<file path="config.mk">
export PLATFORM = sky130hd
export DESIGN_NAME = sync_length_frame_receiver_unit_flat
export DESIGN_NICKNAME = d
export VERILOG_FILES = /design/src/rtl/slfr_pkg.sv /design/src/rtl/slfr_in_if.sv /design/src/rtl/slfr_out_if.sv /design/src/rtl/sync_length_frame_receiver_unit.sv /design/src/rtl/slfr_chan_ram.sv /design/src/rtl/slfr_store.sv /design/src/rtl/slfr_step.sv /design/src/flat_wrapper.sv
export SDC_FILE = /design/constraint.sdc
export NUM_CORES = 1
export LEC_CHECK = 0
export BUFFER_PORTS_ARGS = -buffer_cell sky130_fd_sc_hd__buf_2
export CORE_MARGIN = 10
export CORE_UTILIZATION = 55
export CTS_CLUSTER_DIAMETER = 80
export DETAILED_ROUTE_END_ITERATION = 16
export HOLD_SLACK_MARGIN = 0.08
export PLACE_DENSITY = 0.78
export REMOVE_ABC_BUFFERS = 1
export SYNTH_ARGS = -nofsm -noshare
export SYNTH_HDL_FRONTEND = slang
export SYNTH_SLANG_ARGS = --single-unit
</file>
<file path="constraint.sdc">
create_clock -name i_clk -period 6.5 [get_ports i_clk]
set_clock_uncertainty 0.15 [all_clocks]
set_input_delay 0.325 -clock i_clk [delete_from_list [all_inputs] [get_ports i_clk]]
set_output_delay 0.325 -clock i_clk [all_outputs]
set_load 0.01 [all_outputs]
</file>
<file path="src/rtl/slfr_pkg.sv">
package slfr_pkg;

    // Per-channel half of the frame store
    localparam int BUF_DEPTH   = 512;
    localparam int STORE_AW    = $clog2(BUF_DEPTH);
    localparam int STORE_DEPTH = 2 ** (STORE_AW + 1);

    localparam int CHAN_NUM = 2;

    localparam logic [8:0]  FRAME_OVERHEAD = 9'd4;
    localparam logic [8:0]  LEN_POS        = 9'd3;
    localparam logic [7:0]  SYNC_RESET     = 8'hAA;
    localparam logic [15:0] TIMEOUT_RESET  = 16'd50;

    localparam logic CMD_BYTE = 1'b0;
    localparam logic CMD_TICK = 1'b1;

    localparam logic [1:0] PORT_NONE = 2'd0;

    localparam logic CFG_SYNC    = 1'b0;
    localparam logic CFG_TIMEOUT = 1'b1;

    typedef struct packed {
        logic       cmd;
        logic       channel;
        logic [7:0] rx_byte;
    } t_item;

    typedef struct packed {
        logic [8:0] pos;
        logic [7:0] len;
    } t_chan;

    typedef struct packed {
        logic [15:0] timer;
        logic [8:0]  last_len;
        logic [1:0]  port;
    } t_glob;

    typedef struct packed {
        logic  chan_we;
        logic  clr_all;
        t_chan chan;
        t_glob glob;
    } t_upd;

    typedef struct packed {
        logic [8:0] write_index;
        logic       write_valid;
        logic       frame_done;
        logic [8:0] frame_length;
        logic       rx_busy;
        logic [1:0] active_port;
        logic       port_changed;
        logic       timed_out;
    } t_res;

endpackage

</file>
<file path="src/rtl/slfr_in_if.sv">
interface slfr_in_if;
    logic       valid;
    logic       ready;
    logic       cmd;
    logic       channel;
    logic [7:0] rx_byte;

    modport source (output valid, cmd, channel, rx_byte, input ready);
    modport sink   (input valid, cmd, channel, rx_byte, output ready);
endinterface

</file>
<file path="src/rtl/slfr_out_if.sv">
interface slfr_out_if;
    logic       valid;
    logic       ready;
    logic [8:0] write_index;
    logic       write_valid;
    logic       frame_done;
    logic [8:0] frame_length;
    logic       rx_busy;
    logic [1:0] active_port;
    logic       port_changed;
    logic       timed_out;

    modport source (output valid, write_index, write_valid, frame_done, frame_length,
                    rx_busy, active_port, port_changed, timed_out, input ready);
    modport sink   (input valid, write_index, write_valid, frame_done, frame_length,
                    rx_busy, active_port, port_changed, timed_out, output ready);
endinterface

</file>
<file path="src/rtl/sync_length_frame_receiver_unit.sv">
// Channel   Dir  Handshake        Payload
// i_item    in   valid / ready    cmd, channel, rx_byte
// o_res     out  valid / ready    write_index .. timed_out (one result per item)
// i_cfg_*   in   write enable     index 0 sync_value, index 1 timeout_ticks
//
// One item per cycle sustained unless the output stalls; results pass the work stage,
// then the output register. Channel-state RAM is read at acceptance and updated in the
// work stage; last write forwarded, so back-to-back same-channel items see fresh state.
// Reset is synchronous; state entries come up zero through per-entry valid bits,
// so there is no clearing pass. i_item.ready drops only when the work stage and
// the output register are both full and o_res.ready is low.
module sync_length_frame_receiver_unit
    import slfr_pkg::*;
(
    input  logic         i_clk,
    input  logic         i_rst_n,
    slfr_in_if.sink      i_item,
    slfr_out_if.source   o_res,
    input  logic         i_cfg_we,
    input  logic         i_cfg_idx,
    input  logic [15:0]  i_cfg_wdata
);

    logic [7:0]  r_sync;
    logic [15:0] r_timeout;

    logic  r_s1_vld;
    t_item r_s1_item;
    t_glob r_glob;

    logic          r_fwd_vld;
    logic          r_fwd_addr;
    t_chan         r_fwd_data;
    logic [CHAN_NUM-1:0] r_ent_vld;
    logic [CHAN_NUM-1:0] r_stale;

    logic r_out_vld;
    t_res r_out;

    logic  accept;
    logic  s1_adv;
    t_item in_item;
    t_chan ram_rdata;
    t_chan base;
    t_chan chan_cur;
    t_upd  upd;
    t_res  res;
    logic  wr_en;

    assign in_item.cmd     = i_item.cmd;
    assign in_item.channel = i_item.channel;
    assign in_item.rx_byte = i_item.rx_byte;

    assign s1_adv       = r_s1_vld && (!r_out_vld || o_res.ready);
    assign i_item.ready = !r_s1_vld || s1_adv;
    assign accept       = i_item.valid && i_item.ready;
    assign wr_en        = s1_adv && upd.chan_we;

    always_ff @(posedge i_clk) begin
        if (!i_rst_n) begin
            r_sync    <= SYNC_RESET;
            r_timeout <= TIMEOUT_RESET;
        end else if (i_cfg_we) begin
            unique case (i_cfg_idx)
                CFG_SYNC:    r_sync    <= i_cfg_wdata[7:0];
                CFG_TIMEOUT: r_timeout <= i_cfg_wdata;
                default:     ;
            endcase
        end
    end

    slfr_chan_ram u_chan_ram (
        .i_clk   (i_clk),
        .i_we    (wr_en),
        .i_waddr (r_s1_item.channel),
        .i_wdata (upd.chan),
        .i_re    (accept),
        .i_raddr (i_item.channel),
        .o_rdata (ram_rdata)
    );

    // Latest write wins over RAM data; a timeout since then zeroes the position
    always_comb begin
        if (r_fwd_vld && (r_fwd_addr == r_s1_item.channel)) begin
            base = r_fwd_data;
        end else if (r_ent_vld[r_s1_item.channel]) begin
            base = ram_rdata;
        end else begin
            base = '0;
        end
        chan_cur     = base;
        if (r_stale[r_s1_item.channel]) begin
            chan_cur.pos = 9'd0;
        end
    end

    slfr_step u_step (
        .i_item    (r_s1_item),
        .i_chan    (chan_cur),
        .i_glob    (r_glob),
        .i_sync    (r_sync),
        .i_timeout (r_timeout),
        .o_upd     (upd),
        .o_res     (res)
    );

    slfr_store u_store (
        .i_clk  (i_clk),
        .i_we   (wr_en),
        .i_addr ({r_s1_item.channel, STORE_AW'(chan_cur.pos)}),
        .i_data (r_s1_item.rx_byte)
    );

    always_ff @(posedge i_clk) begin
        if (!i_rst_n) begin
            r_s1_vld  <= 1'b0;
            r_out_vld <= 1'b0;
            r_glob    <= '0;
            r_fwd_vld <= 1'b0;
            r_ent_vld <= '0;
            r_stale   <= '0;
        end else begin
            if (i_item.ready) begin
                r_s1_vld <= i_item.valid;
            end
            if (s1_adv) begin
                r_out_vld <= 1'b1;
                r_glob    <= upd.glob;
                if (upd.chan_we) begin
                    r_fwd_vld                     <= 1'b1;
                    r_ent_vld[r_s1_item.channel]  <= 1'b1;
                    r_stale[r_s1_item.channel]    <= 1'b0;
                end
                if (upd.clr_all) begin
                    r_stale <= '1;
                end
            end else if (o_res.ready) begin
                r_out_vld <= 1'b0;
            end
        end
    end

    always_ff @(posedge i_clk) begin
        if (accept) begin
            r_s1_item <= in_item;
        end
        if (s1_adv) begin
            r_out <= res;
        end
        if (wr_en) begin
            r_fwd_addr <= r_s1_item.channel;
            r_fwd_data <= upd.chan;
        end
    end

    assign o_res.valid        = r_out_vld;
    assign o_res.write_index  = r_out.write_index;
    assign o_res.write_valid  = r_out.write_valid;
    assign o_res.frame_done   = r_out.frame_done;
    assign o_res.frame_length = r_out.frame_length;
    assign o_res.rx_busy      = r_out.rx_busy;
    assign o_res.active_port  = r_out.active_port;
    assign o_res.port_changed = r_out.port_changed;
    assign o_res.timed_out    = r_out.timed_out;

endmodule

</file>
<file path="src/rtl/slfr_chan_ram.sv">
module slfr_chan_ram
    import slfr_pkg::*;
(
    input  logic  i_clk,
    input  logic  i_we,
    input  logic  i_waddr,
    input  t_chan i_wdata,
    input  logic  i_re,
    input  logic  i_raddr,
    output t_chan o_rdata
);

    t_chan r_mem [CHAN_NUM];
    t_chan r_rdata;

    always_ff @(posedge i_clk) begin
        if (i_we) begin
            r_mem[i_waddr] <= i_wdata;
        end
    end

    // Read data holds while the reading stage is stalled
    always_ff @(posedge i_clk) begin
        if (i_re) begin
            r_rdata <= r_mem[i_raddr];
        end
    end

    assign o_rdata = r_rdata;

endmodule

</file>
<file path="src/rtl/slfr_store.sv">
module slfr_store
    import slfr_pkg::*;
(
    input  logic                  i_clk,
    input  logic                  i_we,
    input  logic [STORE_AW:0]     i_addr,
    input  logic [7:0]            i_data
);

    // Channel number is the top address bit; each half holds one frame
    logic [7:0] r_mem [STORE_DEPTH];

    always_ff @(posedge i_clk) begin
        if (i_we) begin
            r_mem[i_addr] <= i_data;
        end
    end

endmodule

</file>
<file path="src/rtl/slfr_step.sv">
module slfr_step
    import slfr_pkg::*;
(
    input  t_item       i_item,
    input  t_chan       i_chan,
    input  t_glob       i_glob,
    input  logic [7:0]  i_sync,
    input  logic [15:0] i_timeout,
    output t_upd        o_upd,
    output t_res        o_res
);

    logic       adv;
    logic [8:0] pos1;
    logic [7:0] len1;
    logic [8:0] limit;
    logic       done;
    logic [1:0] port;

    always_comb begin
        adv   = (i_chan.pos != 9'd0) || (i_item.rx_byte == i_sync);
        pos1  = i_chan.pos + {8'd0, adv};
        len1  = (pos1 == LEN_POS) ? i_item.rx_byte : i_chan.len;
        limit = {1'b0, len1} + FRAME_OVERHEAD;
        done  = (pos1 >= limit);
        port  = {1'b0, i_item.channel} + 2'd1;

        o_upd      = '0;
        o_upd.chan = i_chan;
        o_upd.glob = i_glob;
        o_res      = '0;

        if (i_item.cmd == CMD_BYTE) begin
            o_upd.chan_we     = 1'b1;
            o_upd.glob.timer  = i_timeout;
            o_res.write_index = i_chan.pos;
            o_res.write_valid = 1'b1;
            if (done) begin
                o_upd.chan          = '0;
                o_upd.glob.last_len = pos1;
                o_upd.glob.port     = port;
                o_res.frame_done    = 1'b1;
                o_res.port_changed  = (i_glob.port != port);
            end else begin
                o_upd.chan.pos = pos1;
                o_upd.chan.len = len1;
            end
            o_res.rx_busy = (o_upd.chan.pos != 9'd0);
        end else begin
            if (i_glob.timer != 16'd0) begin
                o_upd.glob.timer = i_glob.timer - 16'd1;
                // Last tick of silence drops both partial frames
                if (i_glob.timer == 16'd1) begin
                    o_upd.clr_all   = 1'b1;
                    o_res.timed_out = 1'b1;
                end
            end
            o_res.rx_busy = !o_upd.clr_all && (i_chan.pos != 9'd0);
        end

        o_res.frame_length = o_upd.glob.last_len;
        o_res.active_port  = o_upd.glob.port;
    end

endmodule

</file>
<file path="src/flat_wrapper.sv">
// flat-port wrapper written by rule: the top's interface ports become plain ports
module sync_length_frame_receiver_unit_flat import slfr_pkg::*;
  (i_clk, i_rst_n, i_cfg_we, i_cfg_idx, i_cfg_wdata, i_item_valid, i_item_cmd, i_item_channel, i_item_rx_byte, i_item_ready, o_res_valid, o_res_write_index, o_res_write_valid, o_res_frame_done, o_res_frame_length, o_res_rx_busy, o_res_active_port, o_res_port_changed, o_res_timed_out, o_res_ready);
  slfr_in_if i_item_i ();
  slfr_out_if o_res_i ();
  input  logic i_clk;
  input  logic i_rst_n;
  input  logic i_cfg_we;
  input  logic i_cfg_idx;
  input  logic [15:0] i_cfg_wdata;
  input wire logic [$bits(i_item_i.valid)-1:0] i_item_valid;
  input wire logic [$bits(i_item_i.cmd)-1:0] i_item_cmd;
  input wire logic [$bits(i_item_i.channel)-1:0] i_item_channel;
  input wire logic [$bits(i_item_i.rx_byte)-1:0] i_item_rx_byte;
  output wire logic [$bits(i_item_i.ready)-1:0] i_item_ready;
  output wire logic [$bits(o_res_i.valid)-1:0] o_res_valid;
  output wire logic [$bits(o_res_i.write_index)-1:0] o_res_write_index;
  output wire logic [$bits(o_res_i.write_valid)-1:0] o_res_write_valid;
  output wire logic [$bits(o_res_i.frame_done)-1:0] o_res_frame_done;
  output wire logic [$bits(o_res_i.frame_length)-1:0] o_res_frame_length;
  output wire logic [$bits(o_res_i.rx_busy)-1:0] o_res_rx_busy;
  output wire logic [$bits(o_res_i.active_port)-1:0] o_res_active_port;
  output wire logic [$bits(o_res_i.port_changed)-1:0] o_res_port_changed;
  output wire logic [$bits(o_res_i.timed_out)-1:0] o_res_timed_out;
  input wire logic [$bits(o_res_i.ready)-1:0] o_res_ready;
  assign i_item_i.valid = i_item_valid;
  assign i_item_i.cmd = i_item_cmd;
  assign i_item_i.channel = i_item_channel;
  assign i_item_i.rx_byte = i_item_rx_byte;
  assign i_item_ready = i_item_i.ready;
  assign o_res_valid = o_res_i.valid;
  assign o_res_write_index = o_res_i.write_index;
  assign o_res_write_valid = o_res_i.write_valid;
  assign o_res_frame_done = o_res_i.frame_done;
  assign o_res_frame_length = o_res_i.frame_length;
  assign o_res_rx_busy = o_res_i.rx_busy;
  assign o_res_active_port = o_res_i.active_port;
  assign o_res_port_changed = o_res_i.port_changed;
  assign o_res_timed_out = o_res_i.timed_out;
  assign o_res_i.ready = o_res_ready;
  sync_length_frame_receiver_unit u_core (.i_clk(i_clk), .i_rst_n(i_rst_n), .i_item(i_item_i), .o_res(o_res_i), .i_cfg_we(i_cfg_we), .i_cfg_idx(i_cfg_idx), .i_cfg_wdata(i_cfg_wdata));
endmodule
</file>
======== Word-level counts from Yosys, hierarchy flattened ========
Memory sizes are Yosys's and may differ from the RTL's. A register that Yosys moved wholly into a read port is not among the register bits.
Index checks and enable logic that the tools add are counted.
Widths: inputs -> output; s select.
operators by class
  equal/unequal tests ..................... 7
  add/sub/neg operators ................... 4
  multiplexer cells ....................... 31
  magnitude comparators ................... 3
  reduce and logical (&&, ||, !) cells .... 22
  bitwise operators ....................... 6
operator list
  cell                   number
  $mux 17                5
  $mux 16                2
  $mux 11                2
  $reduce_bool 9->1      2
  $eq 16x1->1 const B    1
  $mux 1                 16
  $reduce_bool 16->1     1
  $sub 16x1->16 const B  1
  $reduce_and 2->1       5
  $add 8x3->9 const B    1
  $add 9x1->9            1
  $eq 9x2->1 const B     1
  $ge 9x9->1             1
  $mux 9                 1
  $eq 8x8->1             1
  $mux 8                 1
  $logic_and 1x1->1      6
  $mux 2                 3
  $ne 2x2->1 const B     2
  $logic_not 1->1        3
  $logic_or 1x1->1       3
  $not 1->1              3
  $add 1x1->2 const B    1
  $and 2x2->2            1
  other kinds (9)        9
storage, ports and cells
  input port bits ......................... 32
  output and inout port bits .............. 27
  RAM bits ................................ 34
  memories ................................ 1
  register bits ........................... 111
  logic and storage cells ................. 98
memories
  memory                   words  bits a word  rd ports  clocked after Yosys merged registers in  write ports  RTL line             RTL
  u_core.u_chan_ram.r_mem  2      17           1         1                                        1            slfr_chan_ram.sv:13  t_chan r_mem [CHAN_NUM];

======== Longest topological paths before layout ========
Gate-level depths: netlist of run 1.
  depth in word-level cells ............... 16
  mapped depth ............................ 26
  depth with buffers taken out ............ 22

======== Cells and area by module ========
A second synthesis of run 1 with hierarchy kept.
second synthesis, totals
  cell total of the unflattened synthesis .. 734
  area total of the unflattened synthesis .. 7872.6 um^2
modules (own cells, without submodules)
  module                           cells an instance  seq. area each (um^2)  area each (um^2)  times used
  sync_length_frame_receiver_unit  374                2752.6                 4192.8            1
  slfr_step                        288                0.0                    1875.5            1
  slfr_chan_ram                    72                 1531.5                 1804.2            1

======== Worst setup path before layout of run 1 ========
OpenSTA, ideal clock, no wires.
  path type ............................... register to register
  start point ............................. register u_core.r_s1_item[8] (netlist bit)
  end point ............................... register u_core.r_out (netlist bit u_core.o_res.active_port[1]), data pin
  path buffers ............................ 5
  period minus slack after synthesis ...... 6172 ps
  arrival time ............................ 5762 ps
  path slack .............................. 328 ps
  required time ........................... 6090 ps
  cell stages (with the launch flop) ...... 27
  library setup time ...................... 260 ps
  cell sequence ........................... edfxtp_1 buf_6 mux2_1 buf_4 clkbuf_1 a31oi_1 nor2_1 nor4_1 and3_1 o21ai_0 ha_1 ha_1 clkbuf_1 o311a_1 a211oi_2 nand4_1 nor2_4 mux2_2 ha_1 nand2b_1 a21o_1 a21o_1 a211o_1 a31oi_1 nor2_1 clkbuf_1 mux2_2
RTL lines
  element                   RTL line                                RTL
  start: declaration        sync_length_frame_receiver_unit.sv:28   t_item r_s1_item;
  start signal: assignment  sync_length_frame_receiver_unit.sv:145  r_s1_item <= in_item;
  end signal: assignment    sync_length_frame_receiver_unit.sv:148  r_out <= res;
  end: declaration          sync_length_frame_receiver_unit.sv:38   t_res r_out;

==> reports/metrics.yaml, run 1 <==
route:
  met2WireLength_um: 9800
  drc: 0
  wl_met1_um: 8950
  wl_met3_um: 1370
  vias: 6292
  top_layer: "met4"
  ant_nets: 0
  drt_iter0_markers: 755
  vias_per_cell: 6.13
  dr.pass1.iters: 5
  wire_per_inst_um: 20.2
  wl_um: 20700
placement:
  place_ws_ns: 0.183
  gp_congestion: 0.925
  hpwl_um: 14000
  postPlaceCellArea_um2: 8450
  numPortBuffers: 58
critical_path:
  regToRegEndpoint: "u_core.u_chan_ram.r_mem[1][11]"
  rr_worst_depth: 22
  path_cells: "xnor2_2 > buf_4 > and3_1 > a31oi_1 > nor2_1 > nor4_1 > and3_1 > o21ai_0 > ha_1 > ha_1 > o311a_1 > a211oi_2 > nand4_1 > nor2_4 > mux2_2 > ha_1 > nand2b_1 > a21o_1 > a21o_1 > a211o_1 > a31o_2 > o21ai_0"
  worstPathMaxFanout: 21
  crit_buf_inv: 1
  critPathRequiredTime_ns: 6.53
  max_stage_delay_ns: 0.55
  critPathKind: "register to register"
  rrSetupSlack_ns: 0.41
  critPathTopFamily: "compound AO/OA/AOI/OAI gates"
  crit_slowest_cell: "edfxtp_1"
  crit_arrival_ns: 6.12
  critPathCaptureType: "register"
  cp_common_cell: "ha_1"
  timing.rr.start: "u_core.r_s1_item[8]"
  start_kind: "register"
clock_network:
  cts_tree: "yes"
  clock-sinks: 162
  cts_buffer_depth: 2
  clk_pin_slew_ns: 0.07
  root_buffer: "clkbuf_16"
  insertion_delay_ns: 0.44
  cts_inserted_buffers: 17
  htree_levels: 4
die:
  io_pins: 59
  die_y_um: 140
  die_w_um: 140
  rows: 43
  start_util: 0.567
  die-area_um2: 19700
  core_um2: 14000
timing:
  holdWs_ns: 0.163
  fmax_mhz: 164
  finalCritPeriodShare: 0.937
  layout_setup_ws_ns: 0.411
  relSlewSlack: 0.194
  hold_violations: 0
  worst_slew_pin_slew_ns: 1.20
  grt_setup_unrepaired: "no"
  setup_viol: 0
  slew_violations: 0
  setup_tns_ns: 0
  period_minus_slack_ns: 6.09
power_and_ir_drop:
  power_frac_seq: 0.470
  p_clk_frac: 0.393
  sw_frac_of_total: 0.285
  p_int_w: 0.00179
  cellPowerDensity_nw_per_um2: 269
  p_leak_nw: 3.50
  power_frac_comb: 0.137
  vdd_drop_max_mv: 0.204
  p_sw_w: 0.000715
min_path:
  hold_path_end: "u_core.r_sync[3]"
  whs_path_depth: 4
  worstHoldStart: "i_cfg_idx"
  hp-class: "primary input to register"
finish:
  syn2layout_area_growth_pct: 17.2
  final_layout_size_suffix_gt1_frac: 0.196
  final_cell_mix: "edfxtp_1 (104), nand2_1 (103), buf_2 (58), dfxtp_1 (58), o21ai_0 (38)"
  final_area_um2: 9330
  final_common_cell: "edfxtp_1"
  n_antenna_cell: 0
  fin_nets: 878
flow_run:
  cap_violations: 0
run_status:
  status: "completed"
grt:
  first_global_vias: 6003
  grt_pass1_wl_um: 32700
  grt_max_degree: 59
  antenna_found_initial: 0
  gr-total-overflow: 0
  grt_usage: 0.208
yosys:
  synth_area_per_cell_um2: 10.6
  synthDistinctLibCells: 67
  synth_edf_count: 104
  netlist_area_um2: 7960
  synth_warnings: 0
  synth_cells: 753
  synthArstFlopShare: 0
  synth_seq_cells: 162
  synth-seq-area-share: 0.538
  yosys_most_used_dff: "edfxtp_1"
==> area by class of cell <==
type	count	area [um2]
fillers	1063	4720
flip-flops and latches	162	4280
multi-input cells	533	3450
repair buffers	108	737
clock buffers	17	425
well taps	180	225
clock inverters	15	161
inverters	11	41.3
==> synthesized netlist by cell type, types with 3 or more instances <==
| cell type | count | area, um2 |
|---|---|---|
| and2_1 | 15 | 93.8 |
| and3_1 | 10 | 62.6 |
| inv_1 | 10 | 37.5 |
| a21boi_0 | 26 | 195 |
| nand4_1 | 11 | 68.8 |
| nor4_1 | 8 | 50.1 |
| o211ai_1 | 11 | 82.6 |
| a31oi_1 | 11 | 68.8 |
| o21a_1 | 13 | 97.6 |
| nand3_1 | 33 | 165 |
| nand2b_1 | 4 | 25.0 |
| o21ai_1 | 3 | 15.0 |
| o21ai_0 | 41 | 205 |
| a211o_1 | 5 | 43.8 |
| nor3_1 | 15 | 75.1 |
| xor2_1 | 7 | 61.3 |
| nor2b_1 | 10 | 62.6 |
| dfxtp_1 | 58 | 1160 |
| xnor2_1 | 19 | 166 |
| a22oi_1 | 3 | 22.5 |
| ha_1 | 13 | 163 |
| o211a_1 | 3 | 30.0 |
| nand2_1 | 103 | 387 |
| o221a_2 | 7 | 78.8 |
| nor3b_1 | 6 | 45.0 |
| a21oi_1 | 32 | 160 |
| or3_1 | 4 | 25.0 |
| a21o_1 | 3 | 22.5 |
| clkbuf_1 | 42 | 158 |
| nor2_1 | 40 | 150 |
| a211oi_1 | 4 | 30.0 |
| mux2_2 | 29 | 327 |
| edfxtp_1 | 104 | 3120 |
| mux2i_1 | 9 | 90.1 |
==> power groups by stage <==
| stage | Sequential (W) | Combinational [W] | Clock (W) |
|---|---|---|---|
| 2_1_floorplan | 0.00120 | 0.000202 | 0 |
| 3_3_place_gp | 0.00120 | 0.000310 | 0 |
| 3_5_place_dp | 0.00120 | 0.000321 | 0 |
| 4_1_cts | 0.00118 | 0.000336 | 0.000993 |
| 5_1_grt | 0.00118 | 0.000376 | 0.00104 |
| 6_report | 0.00118 | 0.000343 | 0.000985 |
==> worst reg2reg max path: cells and delay by family (launching register included) <==
family                     cells  cell delay (ns)
AOI/OAI and AO/OA              9             2.22
and+or+nand+nor                7             1.39
adders and majority gates      3             0.77
DFF                            1             0.55
muxes                          1             0.34
xor gates and xnor gates       1             0.21
buffers and inverters          1             0.21
==> layer usage <==
metal / up-vias / track usage
li1: 2931 / -
met1: 3038 / 0.270
met2: 275 / 0.328
met3: 48 / 0.0419
met4: 0 / 0.0957
met5: - / 0
==> through the flow <==
step / utilization / power (W) / instances
floorplan: - / 0.00140 / 706
global placement: 0.602 / 0.00151 / 966
detailed placement: 0.602 / 0.00152 / 966
CTS: 0.663 / 0.00251 / 1025
global route: 0.664 / 0.00260 / 1026
finish: 0.664 / 0.00251 / 1026
==> flip-flops by register name (all words and copies together), names as in the netlist, 8 cells and up <==
signal	count
u_core.r_fwd_data	17
u_core.o_res.frame_length	9
u_core.u_chan_ram.r_mem	34
u_core.r_s1_item	10
u_core.o_res.write_index	9
u_core.r_sync	8
u_core.u_chan_ram.o_rdata	17
u_core.r_timeout	16
u_core.r_glob	27
==> how the worst max path moves through the flow <==
stage	from	endpoint	slack (ns)	cells past startpoint
after floorplan	u_core.r_s1_item[8]	u_core.o_res.active_port[1]	-0.85	22
after global placement	u_core.r_s1_item[8]	u_core.u_chan_ram.r_mem[0][9]	0.47	24
after detailed placement	u_core.r_s1_item[8]	u_core.u_chan_ram.r_mem[1][15]	0.18	22
after CTS	u_core.r_s1_item[8]	u_core.u_chan_ram.r_mem[1][15]	0.14	22
after global routing	u_core.r_s1_item[8]	u_core.r_fwd_data[2]	0.02	24
final	u_core.r_s1_item[8]	u_core.u_chan_ram.r_mem[1][11]	0.41	22
==> what timing repair did <==
| item | in CTS | in global routing |
|---|---|---|
| gates resized for setup | 0 | 7 |
| setup endpoints to repair | 0 | 54 |
| endpoints found under the hold margin | 35 | 0 |
| buffers inserted | 0 | 1 |
| hold buffers | 27 | 0 |
==> kinds of logic (layout without fill, tap and decap cells) <==
group | count (synthesis) | count (layout) | synth area share
and+or+nand+nor | 267 | 267 | 0.161
AOI/OAI and AO/OA | 184 | 184 | 0.158
DFF | 162 | 162 | 0.538
buffers and inverters | 58 | 151 | 0.0305
muxes | 41 | 41 | 0.0575
xor gates and xnor gates | 28 | 28 | 0.0341
adders and majority gates | 13 | 13 | 0.0204
Power figures use the tool's default switching activity.
==> inputs of run 2 (changes only) <==
- REMOVE_ABC_BUFFERS: 1 -> unset
==> reports/metrics.yaml, run 2 (synthesis gave the netlist of run 1 again) <==
critical_path:
  timing.rr.start: "u_core.r_s1_item[8]"
  start_kind: "register"
  critPathRequiredTime_ns: 6.47
  rrSetupSlack_ns: 0.29
  cp-endpoint: "u_core.u_chan_ram.r_mem[1][13]"
  crit_arrival_ns: 6.18
  regToRegEndpoint: "u_core.u_chan_ram.r_mem[1][13]"
  critPathCaptureType: "register"
  critPathLaunch: "u_core.r_s1_item[8]"
  critPathKind: "register to register"
  worstPathMaxFanout: 27
  rr_worst_depth: 22
die:
  start_util: 0.567
  die-area_um2: 19700
  io_pins: 59
  die_y_um: 140
  die_w_um: 140
  rows: 43
  core_um2: 14000
timing:
  worst_slew_pin_slew_ns: 1.22
  finalCritPeriodShare: 0.955
  relSlewSlack: 0.186
  slew_violations: 0
  hold_violations: 0
  fmax_mhz: 161
  setup_viol: 0
  layout_setup_ws_ns: 0.292
  period_minus_slack_ns: 6.21
power_and_ir_drop:
  power_frac_comb: 0.133
  vdd_drop_max_mv: 0.193
  power_frac_seq: 0.467
  p_int_w: 0.00188
  p_clk_frac: 0.400
  cellPowerDensity_nw_per_um2: 272
  p_leak_nw: 3.49
  sw_frac_of_total: 0.256
  p_sw_w: 0.000648
finish:
  syn2layout_area_growth_pct: 16.9
  final_common_cell: "edfxtp_1"
  regMostFlops: "u_core.u_chan_ram.r_mem"
  final_cell_mix: "edfxtp_1 (104), nand2_1 (103), buf_2 (58), dfxtp_1 (58), o21ai_0 (39)"
  largest_reg_flops: 34
  reg_top3: "u_core.u_chan_ram.r_mem x34, u_core.r_glob x27"
  final_layout_size_suffix_gt1_frac: 0.189
  fillCellCount: 1070
  n_antenna_cell: 0
  fin_util: 0.663
  fin_nets: 875
clock_network:
  cts_tree: "yes"
  cts_buffer_depth: 2
  clock-sinks: 162
  cts_inserted_buffers: 17
  root_buffer: "clkbuf_16"
  htree_levels: 4
  clk_pin_slew_ns: 0.06
  insertion_delay_ns: 0.43
placement:
  gp_congestion: 0.949
  hpwl_um: 13400
  numPortBuffers: 58
  place_ws_ns: 0.120
run_status:
  status: "completed"
grt:
  gr-total-overflow: 0
  first_global_vias: 6203
  grt_max_degree: 59
  grt_pass1_wl_um: 32500
  antenna_found_initial: 0
  grt_usage: 0.204
route:
  dr.pass1.iters: 5
  wire_per_inst_um: 19.6
  vias: 6325
  drt_iter0_markers: 810
  ant_nets: 0
  drc: 0
  vias_per_cell: 6.18
  wl_um: 20100
yosys:
  syn-num-nets: 798
min_path:
  hp-class: "primary input to register"
flow_run:
  cap_violations: 0
## run 2: cell types whose count changed in the layout (fill, tap and decap cells not counted), sizes merged
| cell | delta |
|---|---|
| clkinvlp | -1 |
| clkinv | +2 |
| inv | -7 |
| bufinv | +3 |
| buf | -2 |
| dlygate4sd3 | -1 |
| clkbuf | +3 |
## run 2: worst min-delay path by stage
stage	start	endpoint	slack, ns	cells after the start
floorplan	i_item_rx_byte[0]	u_core.r_s1_item[0]	0.27	0
global placement	u_core.r_timeout[9]	u_core.r_timeout[9]	0.31	2
detailed placement	u_core.r_timeout[6]	u_core.r_timeout[6]	0.32	2
CTS	o_res_ready	u_core.o_res.valid	0.09	3
global route	o_res_ready	u_core.o_res.valid	0.09	3
finish	o_res_ready	u_core.o_res.valid	0.1	3
## run 2: layout make-up
| type | instances | area (um2) | area share |
|---|---|---|---|
| timing repair buffer | 105 | 708 | 0.0761 |
| clock buffer | 20 | 437 | 0.0469 |
| multi-input combinational | 533 | 3450 | 0.371 |
| tap | 180 | 225 | 0.0242 |
| clock inverter | 12 | 159 | 0.0171 |
| inverter | 11 | 41.3 | 0.00444 |
| sequential | 162 | 4280 | 0.460 |
## run 2: what timing repair did
action,CTS,global route
setup endpoints to repair,0,75
buffers inserted,0,1
hold endpoints to repair,34,0
gates resized for setup,0,5
hold buffers,26,0
## run 2: layer usage
layer | wire (um) | vias to the layer above | GRT usage
met3 | 1210 | 61 | 0.0412
met5 | 0 | - | 0
met4 | 629 | 0 | 0.0973
met2 | 9570 | 280 | 0.326
met1 | 8690 | 3053 | 0.258
li1 | - | 2931 | -
## run 2: power by group through the flow
stage               logic, W  registers [W]  clock network (W)
global route        0.000373        0.00118            0.00107
floorplan           0.000224        0.00119                  0
global placement    0.000308        0.00120                  0
CTS                 0.000331        0.00118            0.00102
finish              0.000337        0.00118            0.00101
detailed placement  0.000317        0.00120                  0
## run 2: worst max-delay path: stages (launching register included)
cell and delay [ns]:
edfxtp_1 0.60, mux2_2 0.49, a31oi_1 0.27, nor2_1 0.12
nor4_1 0.27, and3_1 0.23, o21ai_0 0.12, ha_1 0.21
ha_1 0.27, o311a_1 0.15, a211oi_2 0.26, nand4_1 0.22
nor2_4 0.15, mux2_2 0.35, ha_1 0.26, nand2b_1 0.14
a21o_1 0.18, a21o_1 0.18, a211o_1 0.31, a31oi_2 0.15
buf_4 0.33, nand3_1 0.16, o21ai_0 0.33
## run 2: stage by stage
stage,total power (W),instance area [um2],instances,TNS [ns],hold slack (ns)
global route,0.00262,9300,1023,-0.00461,0.0893
global placement,0.00151,8430,964,0,0.311
CTS,0.00253,9290,1022,0,0.0874
floorplan,0.00142,7960,753,0,0.274
detailed placement,0.00152,8430,964,0,0.318
finish,0.00253,9300,1023,0,0.0957
